==> src/tfr_pkg.sv <==
// Shared types, constants and microcode ROM of the telemetry frame rotator.
// Used by tfr_sequencer, tfr_datapath and telemetry_frame_rotator; depends on nothing.
package tfr_pkg;

    localparam int FRAME_LEN = 24;
    localparam int ID_LEN    = 9;

    typedef logic [2:0] t_pc;
    typedef logic [4:0] t_idx;
    typedef logic [1:0] t_phase;
    typedef logic [1:0] t_tag;
    typedef logic [1:0] t_cfg_index;

    localparam t_pc STEP_IDLE   = 3'd0;
    localparam t_pc STEP_DIV25  = 3'd1;
    localparam t_pc STEP_DIV10  = 3'd2;
    localparam t_pc STEP_TEMP   = 3'd3;
    localparam t_pc STEP_LIVE   = 3'd4;
    localparam t_pc STEP_REPLAY = 3'd5;
    localparam t_pc STEP_IDENT  = 3'd6;
    localparam t_pc STEP_ECHO   = 3'd7;

    localparam t_tag TAG_LIVE   = 2'd0;
    localparam t_tag TAG_REPLAY = 2'd1;
    localparam t_tag TAG_IDENT  = 2'd2;
    localparam t_tag TAG_ECHO   = 2'd3;

    localparam t_phase PH_MAIN    = 2'd0;
    localparam t_phase PH_INFO    = 2'd1;
    localparam t_phase PH_LIMIT   = 2'd2;
    localparam t_phase PH_CURRENT = 2'd3;

    localparam t_cfg_index CFG_PWM_LIMIT = 2'd0;
    localparam t_cfg_index CFG_FLAGS     = 2'd1;
    localparam t_cfg_index CFG_LIGHT     = 2'd2;

    localparam logic       KIND_TICK    = 1'b0;
    localparam logic [7:0] CMD_UPPER_V  = 8'h56;
    localparam logic [7:0] CMD_LOWER_V  = 8'h76;
    localparam logic [7:0] ECHO_BYTE    = 8'h56;
    localparam logic [6:0] PWM_LIMIT_RST = 7'd77;
    localparam logic [7:0] PWM_MAX      = 8'd100;

    // reciprocal constants: floor(x * M >> S)
    localparam logic [19:0] RECIP_25   = 20'd671089;
    localparam logic [19:0] RECIP_10   = 20'd52429;
    localparam logic [19:0] RECIP_5    = 20'd419431;
    localparam int          SHIFT_25   = 24;
    localparam int          SHIFT_10   = 19;
    localparam int          SHIFT_5    = 21;
    localparam logic [16:0] TEMP_OFFSET = 17'd3653;

    typedef enum logic [1:0] {
        MUL_NONE,
        MUL_DIV25,
        MUL_DIV10,
        MUL_TEMP
    } t_mul_op;

    typedef enum logic [2:0] {
        SRC_NONE,
        SRC_LIVE,
        SRC_STORE,
        SRC_IDENT,
        SRC_ECHO
    } t_src;

    typedef struct packed {
        logic    wait_in;
        t_mul_op mul;
        t_src    src;
        t_tag    tag;
        logic    last;
        t_idx    count;
        t_pc     next;
        t_pc     alt;
    } t_uword;

    typedef struct packed {
        logic    load_in;
        t_mul_op mul;
        logic    emit;
        t_src    src;
        t_tag    tag;
        logic    last;
        t_idx    idx;
        t_phase  phase;
    } t_dp_ctrl;

    localparam t_idx CNT_FRAME = t_idx'(FRAME_LEN - 1);
    localparam t_idx CNT_IDENT = t_idx'(ID_LEN - 1);
    localparam t_idx CNT_ONE   = t_idx'(0);

    function automatic t_uword ucode_rom(t_pc pc);
        t_uword w;
        w = '{wait_in: 1'b0, mul: MUL_NONE, src: SRC_NONE, tag: TAG_LIVE,
              last: 1'b0, count: CNT_ONE, next: STEP_IDLE, alt: STEP_IDLE};
        unique case (pc)
            STEP_IDLE: begin
                w.wait_in = 1'b1;
                w.next    = STEP_DIV25;
                w.alt     = STEP_REPLAY;
            end
            STEP_DIV25: begin
                w.mul  = MUL_DIV25;
                w.next = STEP_DIV10;
            end
            STEP_DIV10: begin
                w.mul  = MUL_DIV10;
                w.next = STEP_TEMP;
            end
            STEP_TEMP: begin
                w.mul  = MUL_TEMP;
                w.next = STEP_LIVE;
            end
            STEP_LIVE: begin
                w.src   = SRC_LIVE;
                w.tag   = TAG_LIVE;
                w.last  = 1'b1;
                w.count = CNT_FRAME;
                w.next  = STEP_IDLE;
            end
            STEP_REPLAY: begin
                w.src   = SRC_STORE;
                w.tag   = TAG_REPLAY;
                w.count = CNT_FRAME;
                w.next  = STEP_IDENT;
            end
            STEP_IDENT: begin
                w.src   = SRC_IDENT;
                w.tag   = TAG_IDENT;
                w.count = CNT_IDENT;
                w.next  = STEP_ECHO;
            end
            STEP_ECHO: begin
                w.src   = SRC_ECHO;
                w.tag   = TAG_ECHO;
                w.last  = 1'b1;
                w.count = CNT_ONE;
                w.next  = STEP_IDLE;
            end
        endcase
        return w;
    endfunction

    function automatic logic [7:0] ident_char(logic [3:0] i);
        logic [7:0] c;
        unique case (i)
            4'd0:    c = 8'h47;
            4'd1:    c = 8'h57;
            4'd2:    c = 8'h32;
            4'd3:    c = 8'h30;
            4'd4:    c = 8'h30;
            4'd5:    c = 8'h32;
            4'd6:    c = 8'h30;
            4'd7:    c = 8'h30;
            4'd8:    c = 8'h31;
            default: c = 8'h00;
        endcase
        return c;
    endfunction

    function automatic logic [7:0] phase_type_code(t_phase ph);
        logic [7:0] t;
        unique case (ph)
            PH_MAIN:    t = 8'h00;
            PH_INFO:    t = 8'h04;
            PH_LIMIT:   t = 8'h01;
            PH_CURRENT: t = 8'h07;
        endcase
        return t;
    endfunction

endpackage

==> src/tfr_sequencer.sv <==
// Microcode sequencer: step counter, loop index, ROM fetch and input dispatch.
// Depends on tfr_pkg for the control word layout and the ROM.
module tfr_sequencer (
    input  logic                i_clk,
    input  logic                i_rst_n,
    input  logic                i_in_valid,
    output logic                o_in_ready,
    input  logic                i_kind,
    input  logic [7:0]          i_command_byte,
    input  logic                i_link_up,
    input  logic                i_out_free,
    output tfr_pkg::t_dp_ctrl   o_ctrl
);

    tfr_pkg::t_pc    r_pc, n_pc;
    tfr_pkg::t_idx   r_idx, n_idx;
    tfr_pkg::t_phase r_phase, n_phase;
    tfr_pkg::t_phase r_fphase, n_fphase;
    logic            r_streaming, n_streaming;
    tfr_pkg::t_uword uw;
    logic            accept;
    logic            is_v;
    logic            live_ok;
    logic            emit;
    logic            loop_end;

    assign uw       = tfr_pkg::ucode_rom(r_pc);
    assign accept   = i_in_valid && uw.wait_in;
    assign is_v     = (i_command_byte == tfr_pkg::CMD_UPPER_V) ||
                      (i_command_byte == tfr_pkg::CMD_LOWER_V);
    assign live_ok  = r_streaming && i_link_up;
    assign emit     = (uw.src != tfr_pkg::SRC_NONE) && i_out_free;
    assign loop_end = (r_idx == uw.count);

    assign o_in_ready = uw.wait_in;

    always_comb begin
        n_pc        = r_pc;
        n_idx       = r_idx;
        n_phase     = r_phase;
        n_fphase    = r_fphase;
        n_streaming = r_streaming;
        priority if (accept) begin
            if (i_kind == tfr_pkg::KIND_TICK) begin
                if (live_ok) begin
                    n_pc     = uw.next;
                    n_fphase = r_phase;
                    n_phase  = r_phase + 2'd1;
                end else begin
                    n_streaming = 1'b0;
                    n_phase     = '0;
                end
            end else if (is_v) begin
                n_streaming = 1'b1;
                n_phase     = '0;
                n_pc        = uw.alt;
            end
        end else if (uw.src != tfr_pkg::SRC_NONE) begin
            if (emit) begin
                if (loop_end) begin
                    n_idx = '0;
                    n_pc  = uw.next;
                end else begin
                    n_idx = r_idx + 5'd1;
                end
            end
        end else if (!uw.wait_in) begin
            n_pc = uw.next;
        end else begin
            n_pc = r_pc;
        end
    end

    always_ff @(posedge i_clk) begin
        if (!i_rst_n) begin
            r_pc        <= tfr_pkg::STEP_IDLE;
            r_idx       <= '0;
            r_phase     <= '0;
            r_fphase    <= '0;
            r_streaming <= 1'b0;
        end else begin
            r_pc        <= n_pc;
            r_idx       <= n_idx;
            r_phase     <= n_phase;
            r_fphase    <= n_fphase;
            r_streaming <= n_streaming;
        end
    end

    always_comb begin
        o_ctrl.load_in = accept && (i_kind == tfr_pkg::KIND_TICK) && live_ok;
        o_ctrl.mul     = uw.mul;
        o_ctrl.emit    = emit;
        o_ctrl.src     = uw.src;
        o_ctrl.tag     = uw.tag;
        o_ctrl.last    = uw.last && loop_end;
        o_ctrl.idx     = r_idx;
        o_ctrl.phase   = r_fphase;
    end

endmodule

==> src/tfr_datapath.sv <==
// Datapath: telemetry registers, shared reciprocal multiplier, frame byte mux,
// frame store and output register. Driven by tfr_sequencer; depends on tfr_pkg.
module tfr_datapath (
    input  logic                i_clk,
    input  logic                i_rst_n,
    input  tfr_pkg::t_dp_ctrl   i_ctrl,
    input  logic [19:0]         i_battery_millivolts,
    input  logic signed [15:0]  i_speed_cm_per_s,
    input  logic [31:0]         i_distance_meters,
    input  logic signed [15:0]  i_phase_centiamps,
    input  logic signed [15:0]  i_battery_centiamps,
    input  logic signed [14:0]  i_temp_centidegrees,
    input  logic [7:0]          i_drive_pwm_percent,
    input  logic [6:0]          i_pwm_limit,
    input  logic [7:0]          i_settings_flags,
    input  logic [7:0]          i_light_mode,
    input  logic                i_out_ready,
    output logic                o_out_free,
    output logic                o_out_valid,
    output logic [7:0]          o_out_byte,
    output logic [1:0]          o_out_tag,
    output logic                o_out_last
);

    logic [19:0] r_mv;
    logic [15:0] r_spd;
    logic [31:0] r_dist;
    logic [15:0] r_phc;
    logic [15:0] r_batc;
    logic [14:0] r_temp;
    logic [7:0]  r_pwm;
    logic [15:0] r_q25;
    logic [15:0] r_q250;
    logic [16:0] r_tq;
    logic        r_tneg;
    logic [7:0]  r_store [tfr_pkg::FRAME_LEN];
    logic        r_out_valid;
    logic [7:0]  r_out_byte;
    logic [1:0]  r_out_tag;
    logic        r_out_last;

    logic [16:0] t_diff;
    logic [16:0] t_mag;
    logic [19:0] t_scaled;
    logic [16:0] tq_neg;
    logic [15:0] tcode;
    logic [19:0] mul_a;
    logic [19:0] mul_b;
    logic [39:0] prod;
    logic [7:0]  live_byte;
    logic [7:0]  emit_byte;

    assign t_diff   = {{2{r_temp[14]}}, r_temp} - tfr_pkg::TEMP_OFFSET;
    assign t_mag    = t_diff[16] ? (~t_diff + 17'd1) : t_diff;
    assign t_scaled = {t_mag[15:0], 4'b0000} + {4'b0000, t_mag[15:0]};

    always_comb begin
        unique case (i_ctrl.mul)
            tfr_pkg::MUL_DIV25: begin
                mul_a = r_mv;
                mul_b = tfr_pkg::RECIP_25;
            end
            tfr_pkg::MUL_DIV10: begin
                mul_a = {4'b0000, r_q25};
                mul_b = tfr_pkg::RECIP_10;
            end
            tfr_pkg::MUL_TEMP: begin
                mul_a = t_scaled;
                mul_b = tfr_pkg::RECIP_5;
            end
            tfr_pkg::MUL_NONE: begin
                mul_a = '0;
                mul_b = '0;
            end
        endcase
    end

    assign prod = mul_a * mul_b;

    assign tq_neg = ~r_tq + 17'd1;
    always_comb begin
        if (r_tneg) begin
            tcode = (r_tq > 17'd32768) ? 16'h8000 : tq_neg[15:0];
        end else begin
            tcode = (r_tq > 17'd32767) ? 16'h7FFF : r_tq[15:0];
        end
    end

    always_ff @(posedge i_clk) begin
        if (i_ctrl.load_in) begin
            r_mv   <= i_battery_millivolts;
            r_spd  <= i_speed_cm_per_s;
            r_dist <= i_distance_meters;
            r_phc  <= i_phase_centiamps;
            r_batc <= i_battery_centiamps;
            r_temp <= i_temp_centidegrees;
            r_pwm  <= (i_drive_pwm_percent > tfr_pkg::PWM_MAX) ?
                      tfr_pkg::PWM_MAX : i_drive_pwm_percent;
        end
        unique case (i_ctrl.mul)
            tfr_pkg::MUL_DIV25: r_q25  <= prod[tfr_pkg::SHIFT_25 +: 16];
            tfr_pkg::MUL_DIV10: r_q250 <= prod[tfr_pkg::SHIFT_10 +: 16];
            tfr_pkg::MUL_TEMP: begin
                r_tq   <= prod[tfr_pkg::SHIFT_5 +: 17];
                r_tneg <= t_diff[16];
            end
            tfr_pkg::MUL_NONE: ;
        endcase
    end

    always_comb begin
        live_byte = 8'h00;
        unique case (i_ctrl.phase)
            tfr_pkg::PH_MAIN: begin
                unique case (i_ctrl.idx)
                    5'd2:    live_byte = r_q25[15:8];
                    5'd3:    live_byte = r_q25[7:0];
                    5'd4:    live_byte = r_spd[15:8];
                    5'd5:    live_byte = r_spd[7:0];
                    5'd6:    live_byte = r_dist[31:24];
                    5'd7:    live_byte = r_dist[23:16];
                    5'd8:    live_byte = r_dist[15:8];
                    5'd9:    live_byte = r_dist[7:0];
                    5'd10:   live_byte = r_phc[15:8];
                    5'd11:   live_byte = r_phc[7:0];
                    5'd12:   live_byte = tcode[15:8];
                    5'd13:   live_byte = tcode[7:0];
                    5'd15:   live_byte = 8'h01;
                    5'd16:   live_byte = 8'hFF;
                    5'd17:   live_byte = 8'hF8;
                    default: live_byte = 8'h00;
                endcase
            end
            tfr_pkg::PH_INFO: begin
                unique case (i_ctrl.idx)
                    5'd2:    live_byte = r_dist[31:24];
                    5'd3:    live_byte = r_dist[23:16];
                    5'd4:    live_byte = r_dist[15:8];
                    5'd5:    live_byte = r_dist[7:0];
                    5'd6:    live_byte = i_settings_flags;
                    5'd13:   live_byte = i_light_mode;
                    default: live_byte = 8'h00;
                endcase
            end
            tfr_pkg::PH_LIMIT: begin
                unique case (i_ctrl.idx)
                    5'd3:    live_byte = {1'b0, i_pwm_limit};
                    5'd6:    live_byte = r_q250[15:8];
                    5'd7:    live_byte = r_q250[7:0];
                    default: live_byte = 8'h00;
                endcase
            end
            tfr_pkg::PH_CURRENT: begin
                unique case (i_ctrl.idx)
                    5'd2:    live_byte = r_batc[15:8];
                    5'd3:    live_byte = r_batc[7:0];
                    5'd9:    live_byte = r_pwm;
                    default: live_byte = 8'h00;
                endcase
            end
        endcase
        unique case (i_ctrl.idx)
            5'd0:                    live_byte = 8'h55;
            5'd1:                    live_byte = 8'hAA;
            5'd18:                   live_byte = tfr_pkg::phase_type_code(i_ctrl.phase);
            5'd19:                   live_byte = 8'h18;
            5'd20, 5'd21, 5'd22, 5'd23: live_byte = 8'h5A;
            default: ;
        endcase
    end

    always_comb begin
        unique case (i_ctrl.src)
            tfr_pkg::SRC_LIVE:  emit_byte = live_byte;
            tfr_pkg::SRC_STORE: emit_byte = r_store[i_ctrl.idx];
            tfr_pkg::SRC_IDENT: emit_byte = tfr_pkg::ident_char(i_ctrl.idx[3:0]);
            tfr_pkg::SRC_ECHO:  emit_byte = tfr_pkg::ECHO_BYTE;
            default:            emit_byte = 8'h00;
        endcase
    end

    always_ff @(posedge i_clk) begin
        if (!i_rst_n) begin
            for (int i = 0; i < tfr_pkg::FRAME_LEN; i++) begin
                r_store[i] <= 8'h00;
            end
        end else if (i_ctrl.emit && (i_ctrl.src == tfr_pkg::SRC_LIVE)) begin
            r_store[i_ctrl.idx] <= live_byte;
        end
    end

    assign o_out_free = !r_out_valid || i_out_ready;

    always_ff @(posedge i_clk) begin
        if (!i_rst_n) begin
            r_out_valid <= 1'b0;
        end else if (i_ctrl.emit) begin
            r_out_valid <= 1'b1;
        end else if (i_out_ready) begin
            r_out_valid <= 1'b0;
        end
    end

    always_ff @(posedge i_clk) begin
        if (i_ctrl.emit) begin
            r_out_byte <= emit_byte;
            r_out_tag  <= i_ctrl.tag;
            r_out_last <= i_ctrl.last;
        end
    end

    assign o_out_valid = r_out_valid;
    assign o_out_byte  = r_out_byte;
    assign o_out_tag   = r_out_tag;
    assign o_out_last  = r_out_last;

endmodule

==> src/telemetry_frame_rotator.sv <==
// Telemetry frame rotator top level: configuration registers, sequencer and datapath.
// Depends on tfr_pkg, tfr_sequencer and tfr_datapath. Live tick: three multiply steps, then
// 24 byte steps at one byte per cycle while the output is free; input is taken again only
// after the last byte step. Replay command: 34 bytes. Ignored ticks and commands leave the
// sequencer at its idle step. Output stalls hold the sequencer in place.
// Reset: streaming off, rotation at type 0, frame store zero, PWM limit 77, flags and light zero.
module telemetry_frame_rotator (
    input  logic                i_clk,
    input  logic                i_rst_n,
    input  logic                i_in_valid,
    output logic                o_in_ready,
    input  logic                i_kind,
    input  logic [7:0]          i_command_byte,
    input  logic                i_link_up,
    input  logic [19:0]         i_battery_millivolts,
    input  logic signed [15:0]  i_speed_cm_per_s,
    input  logic [31:0]         i_distance_meters,
    input  logic signed [15:0]  i_phase_centiamps,
    input  logic signed [15:0]  i_battery_centiamps,
    input  logic signed [14:0]  i_temp_centidegrees,
    input  logic [7:0]          i_drive_pwm_percent,
    output logic                o_out_valid,
    input  logic                i_out_ready,
    output logic [7:0]          o_out_byte,
    output logic [1:0]          o_message_tag,
    output logic                o_last_byte,
    input  logic                i_cfg_valid,
    output logic                o_cfg_ready,
    input  logic [1:0]          i_cfg_index,
    input  logic [7:0]          i_cfg_data
);

    logic [6:0]        r_pwm_limit;
    logic [7:0]        r_flags;
    logic [7:0]        r_light;
    logic              out_free;
    tfr_pkg::t_dp_ctrl dp_ctrl;

    assign o_cfg_ready = 1'b1;

    always_ff @(posedge i_clk) begin
        if (!i_rst_n) begin
            r_pwm_limit <= tfr_pkg::PWM_LIMIT_RST;
            r_flags     <= 8'h00;
            r_light     <= 8'h00;
        end else if (i_cfg_valid) begin
            unique case (i_cfg_index)
                tfr_pkg::CFG_PWM_LIMIT: r_pwm_limit <= i_cfg_data[6:0];
                tfr_pkg::CFG_FLAGS:     r_flags     <= i_cfg_data;
                tfr_pkg::CFG_LIGHT:     r_light     <= i_cfg_data;
                default: ;
            endcase
        end
    end

    tfr_sequencer u_seq (
        .i_clk          (i_clk),
        .i_rst_n        (i_rst_n),
        .i_in_valid     (i_in_valid),
        .o_in_ready     (o_in_ready),
        .i_kind         (i_kind),
        .i_command_byte (i_command_byte),
        .i_link_up      (i_link_up),
        .i_out_free     (out_free),
        .o_ctrl         (dp_ctrl)
    );

    tfr_datapath u_dp (
        .i_clk                (i_clk),
        .i_rst_n              (i_rst_n),
        .i_ctrl               (dp_ctrl),
        .i_battery_millivolts (i_battery_millivolts),
        .i_speed_cm_per_s     (i_speed_cm_per_s),
        .i_distance_meters    (i_distance_meters),
        .i_phase_centiamps    (i_phase_centiamps),
        .i_battery_centiamps  (i_battery_centiamps),
        .i_temp_centidegrees  (i_temp_centidegrees),
        .i_drive_pwm_percent  (i_drive_pwm_percent),
        .i_pwm_limit          (r_pwm_limit),
        .i_settings_flags     (r_flags),
        .i_light_mode         (r_light),
        .i_out_ready          (i_out_ready),
        .o_out_free           (out_free),
        .o_out_valid          (o_out_valid),
        .o_out_byte           (o_out_byte),
        .o_out_tag            (o_message_tag),
        .o_out_last           (o_last_byte)
    );

    a_no_emit_while_idle: assert property (@(posedge i_clk) disable iff (!i_rst_n)
        o_in_ready |-> !dp_ctrl.emit)
        else $error("byte emitted while waiting for input");

    a_emit_into_free_slot: assert property (@(posedge i_clk) disable iff (!i_rst_n)
        dp_ctrl.emit |-> (!o_out_valid || i_out_ready))
        else $error("output register overwritten before transaction");

    a_live_tick_busy: assert property (@(posedge i_clk) disable iff (!i_rst_n)
        dp_ctrl.load_in |=> !o_in_ready)
        else $error("input taken again right after a live tick");

    a_last_only_at_end: assert property (@(posedge i_clk) disable iff (!i_rst_n)
        (o_out_valid && o_last_byte) |->
            (o_message_tag == tfr_pkg::TAG_LIVE || o_message_tag == tfr_pkg::TAG_ECHO))
        else $error("last flag on a replay or identifier byte");

endmodule
==> config.mk <==
export PLATFORM = sky130hd
export DESIGN_NAME = telemetry_frame_rotator
export DESIGN_NICKNAME = d
export VERILOG_FILES = /design/src/tfr_pkg.sv /design/src/tfr_sequencer.sv /design/src/tfr_datapath.sv /design/src/telemetry_frame_rotator.sv
export SDC_FILE = /design/constraint.sdc
export NUM_CORES = 2
export LEC_CHECK = 0
export ABC_AREA = 1
export ABC_CLOCK_PERIOD_IN_PS = 8840
export BUFFER_PORTS_ARGS = -buffer_cell sky130_fd_sc_hd__buf_2
export CAP_MARGIN = 20
export CORE_AREA = 2 2 281 283
export CTS_BUF_LIST = sky130_fd_sc_hd__clkbuf_8
export DETAILED_ROUTE_END_ITERATION = 7
export DIE_AREA = 0 0 283 285
export HOLD_SLACK_MARGIN = 0.03
export SLEW_MARGIN = 10
export SYNTH_ARGS = -nofsm -noshare
export SYNTH_HDL_FRONTEND = slang
export SYNTH_SLANG_ARGS = --single-unit
==> constraint.sdc <==
create_clock -name i_clk -period 8.84 [get_ports i_clk]
set_clock_uncertainty 0.15 [all_clocks]
set_input_delay 2.21 -clock i_clk [delete_from_list [all_inputs] [get_ports i_clk]]
set_output_delay 2.21 -clock i_clk [all_outputs]
set_load 0.05 [all_outputs]
==> flow_summary.toml <==
[worst_setup_path]
cp_top_family = "adder cells"
critPathCaptureType = "flop"
critPathArrivalTime_ns = 9.45
crit_required_ns = 9.10
crit_type = "reg -> reg"
max_stage_delay_ns = 0.60
critPathBufInv = 9
cp_max_fo = 5
critPathSlowestCell = "fa_1"
rr_startpoint = "u_dp.r_temp[0]"
reg2reg_to = "u_dp.r_q250[2]"
cp-start-kind = "flop"
rrSetupSlack_ns = -0.35
critPathMostFrequentCell = "fa_1"
reg2regPathDepth = 42

[grt]
antenna_found_initial = 1
grt_pass1_wl_mm = 163
grt-ovfl-total = 0
grt_usage = 0.267
grt_max_degree = 91
grt_pass1_vias = 28000

[drt]
wl_per_cell_um = 20.4
drc_errors = 0
dr.pass1.iters = 8
drt_iter0_drc = 2278
via_count = 27700
antenna_left = 0
routed_via_density = 5.21
drt-total-wl_mm = 109

[sta]
fmax_mhz = 109
rsz0062_at_grt = "yes"
worst_pin_slew_ns = 1.09
min_period_ns = 9.19
slew_violations = 0
fin_crit_sh = 1.04
hold_viol = 0
setup_viol = 49
slew_headroom = 0.276
setup_slack_ns = -0.351

[worst_hold_path]
hp-class = "reg -> reg"
hp-start = "r_light[3]"
min_delay_path_depth = 2
min_to = "r_light[3]"

[cts]
clk_latency_ns = 0.70
cts_sinks = 487
path_clk_slew_ns = 0.06
cts_tree = "yes"
numCtsBuffers = 82
clock-root-buffer = "clkbuf_8"
clk_path_buf_depth = 3
cts_hold_buf = 0
cts_max_level = 3

[synth]
synth_seq_area_share = 0.408
synth_top_area_frac = 0.381
ys_ff_latch = 487
async_reset_ff_frac = 0
yosysMostFrequentCell = "inv_1"
avgSynthCellArea_sq_um = 9.56
ys.flop_type = "edfxtp_1"
syn_area_sq_um = 34700
ys_warn_count = 0
ys_types = 72
yosysTopAreaCell = "edfxtp_1"
synthesis.instances = 3631
synthTopCellsByCount = "inv_1, nand2_1, nor2_1, edfxtp_1, fa_1"
synthTopCellsByArea = "edfxtp_1, fa_1, inv_1"
synth_edf_count = 440

[run]
cap_violations = 0

[cells_and_area]
final_util = 0.551
area_growth_pct = 23.8
final_area_sq_um = 43000
final_cells = 5312
num-nets-final = 4833
drive_gt1_frac = 0.256

[placed_design]
place_inst = 5092
routabilityCongestion = 0.954
placed_cell_area_sq_um = 38900
io_buffers = 159
hpwlAfterDp_mm = 82.5

[floorplanning]
core.rowCount = 103
die_x_um = 283
die_h_um = 285
core_sq_um = 78000
ios = 162
die_area_sq_um = 80700
initial_core_util = 0.445

[outcome]
status = "finished, violations left"
violations = "setup timing"
cells in the final DEF, fill, tap and decap left out, drive strengths merged, types with 6 or more instances in the layout:
cell type	count
a211oi	6
a21oi	250
a221o	14
a221oi	21
a22o	9
a22oi	14
a31oi	23
buf	561
clkbuf	84
clkinv	42
conb	25
dfxtp	47
edfxtp	440
fa	300
ha	191
inv	721
nand2	614
nand3	95
nand4	17
nor2	455
nor3	31
nor4	7
o2111ai	8
o211ai	13
o21ai	122
o221ai	12
o22ai	16
o311ai	26
or2	10
xnor2	8
xor2	37
stage by stage:
stage               hold slack [ns]  TNS [ns]  worst slack [ns]
finish                        0.307    -11.02            -0.351
global route                  0.315    -31.01            -0.773
CTS                           0.308     -4.80            -0.220
detailed placement            0.296    -31.04            -0.760
global placement              0.291    -28.57            -0.687
floorplan                     0.273         0            0.0595
registers in the layout, indices dropped and copies added, names as in the netlist, 7 cells and up, named ones only:
signal,flops
u_dp.r_phc,16
u_dp.r_pwm,8
u_dp.r_q25,16
r_pwm_limit,7
u_dp.o_out_byte,8
u_dp.r_store,256
u_dp.r_temp,15
u_dp.r_tq,17
u_dp.r_dist,32
u_dp.r_mv,20
u_dp.r_batc,16
u_dp.r_q250,16
r_light,8
u_dp.r_spd,16
r_flags,8
metal layers:
layer	up-vias	GRT usage	wire length, um
met5	-	0	0
met4	0	0.117	5040
met3	222	0.0290	6160
met2	967	0.462	54100
met1	13500	0.339	43200
li1	13000	-	-
how the worst max path moves through the flow:
| stage | start | cells past startpoint | slack [ns] | endpoint |
|---|---|---|---|---|
| global placement | u_dp.r_temp[0] | 46 | -0.69 | u_dp.r_q25[5] |
| finish | u_dp.r_temp[0] | 42 | -0.35 | u_dp.r_q250[2] |
| floorplan | u_dp.r_temp[0] | 48 | 0.06 | u_dp.r_q250[15] |
| global route | u_dp.r_temp[0] | 46 | -0.77 | u_dp.r_q25[10] |
| detailed placement | u_dp.r_temp[0] | 44 | -0.76 | u_dp.r_q25[5] |
| CTS | u_dp.r_temp[1] | 48 | -0.22 | u_dp.r_tq[9] |
worst register-to-register path: cells and delay by family (launching register included):
kind	cells	cell delay, ns
adder cells (fa/ha/maj)	9	4.14
AND/OR/NAND/NOR	14	1.70
flip-flops	1	0.43
buffers and inverters	9	0.95
AO/OA/AOI/OAI	7	1.12
XOR/XNOR	3	0.44
timing repair:
action / CTS / global route
buffers inserted: 44 / 24
pin swaps: 142 / 93
resized for setup: 271 / 179
hold endpoints to repair: 0 / 0
setup endpoints to repair: 49 / 49
kinds of logic after synthesis:
kind of cell | after synthesis | share of synthesized area
XOR/XNOR | 45 | 0.0130
AND/OR/NAND/NOR | 1239 | 0.148
flip-flops | 487 | 0.408
other | 2 | 0.000216
buffers and inverters | 804 | 0.0897
AO/OA/AOI/OAI | 563 | 0.0995
adder cells (fa/ha/maj) | 491 | 0.242
final cells by class:
type	count	area, sq um
Clock inverter	67	423
Fill cell	7023	35000
Sequential cell	487	14200
Timing Repair Buffer	561	3900
Multi-Input combinational cell	2363	19400
Inverter	699	2640
Antenna cell	1	2.50
Clock buffer	84	1160
Tap cell	1050	1310
Power is not shown: default switching activity piles up to over one toggle a cycle in this logic, so the estimate is an artifact.
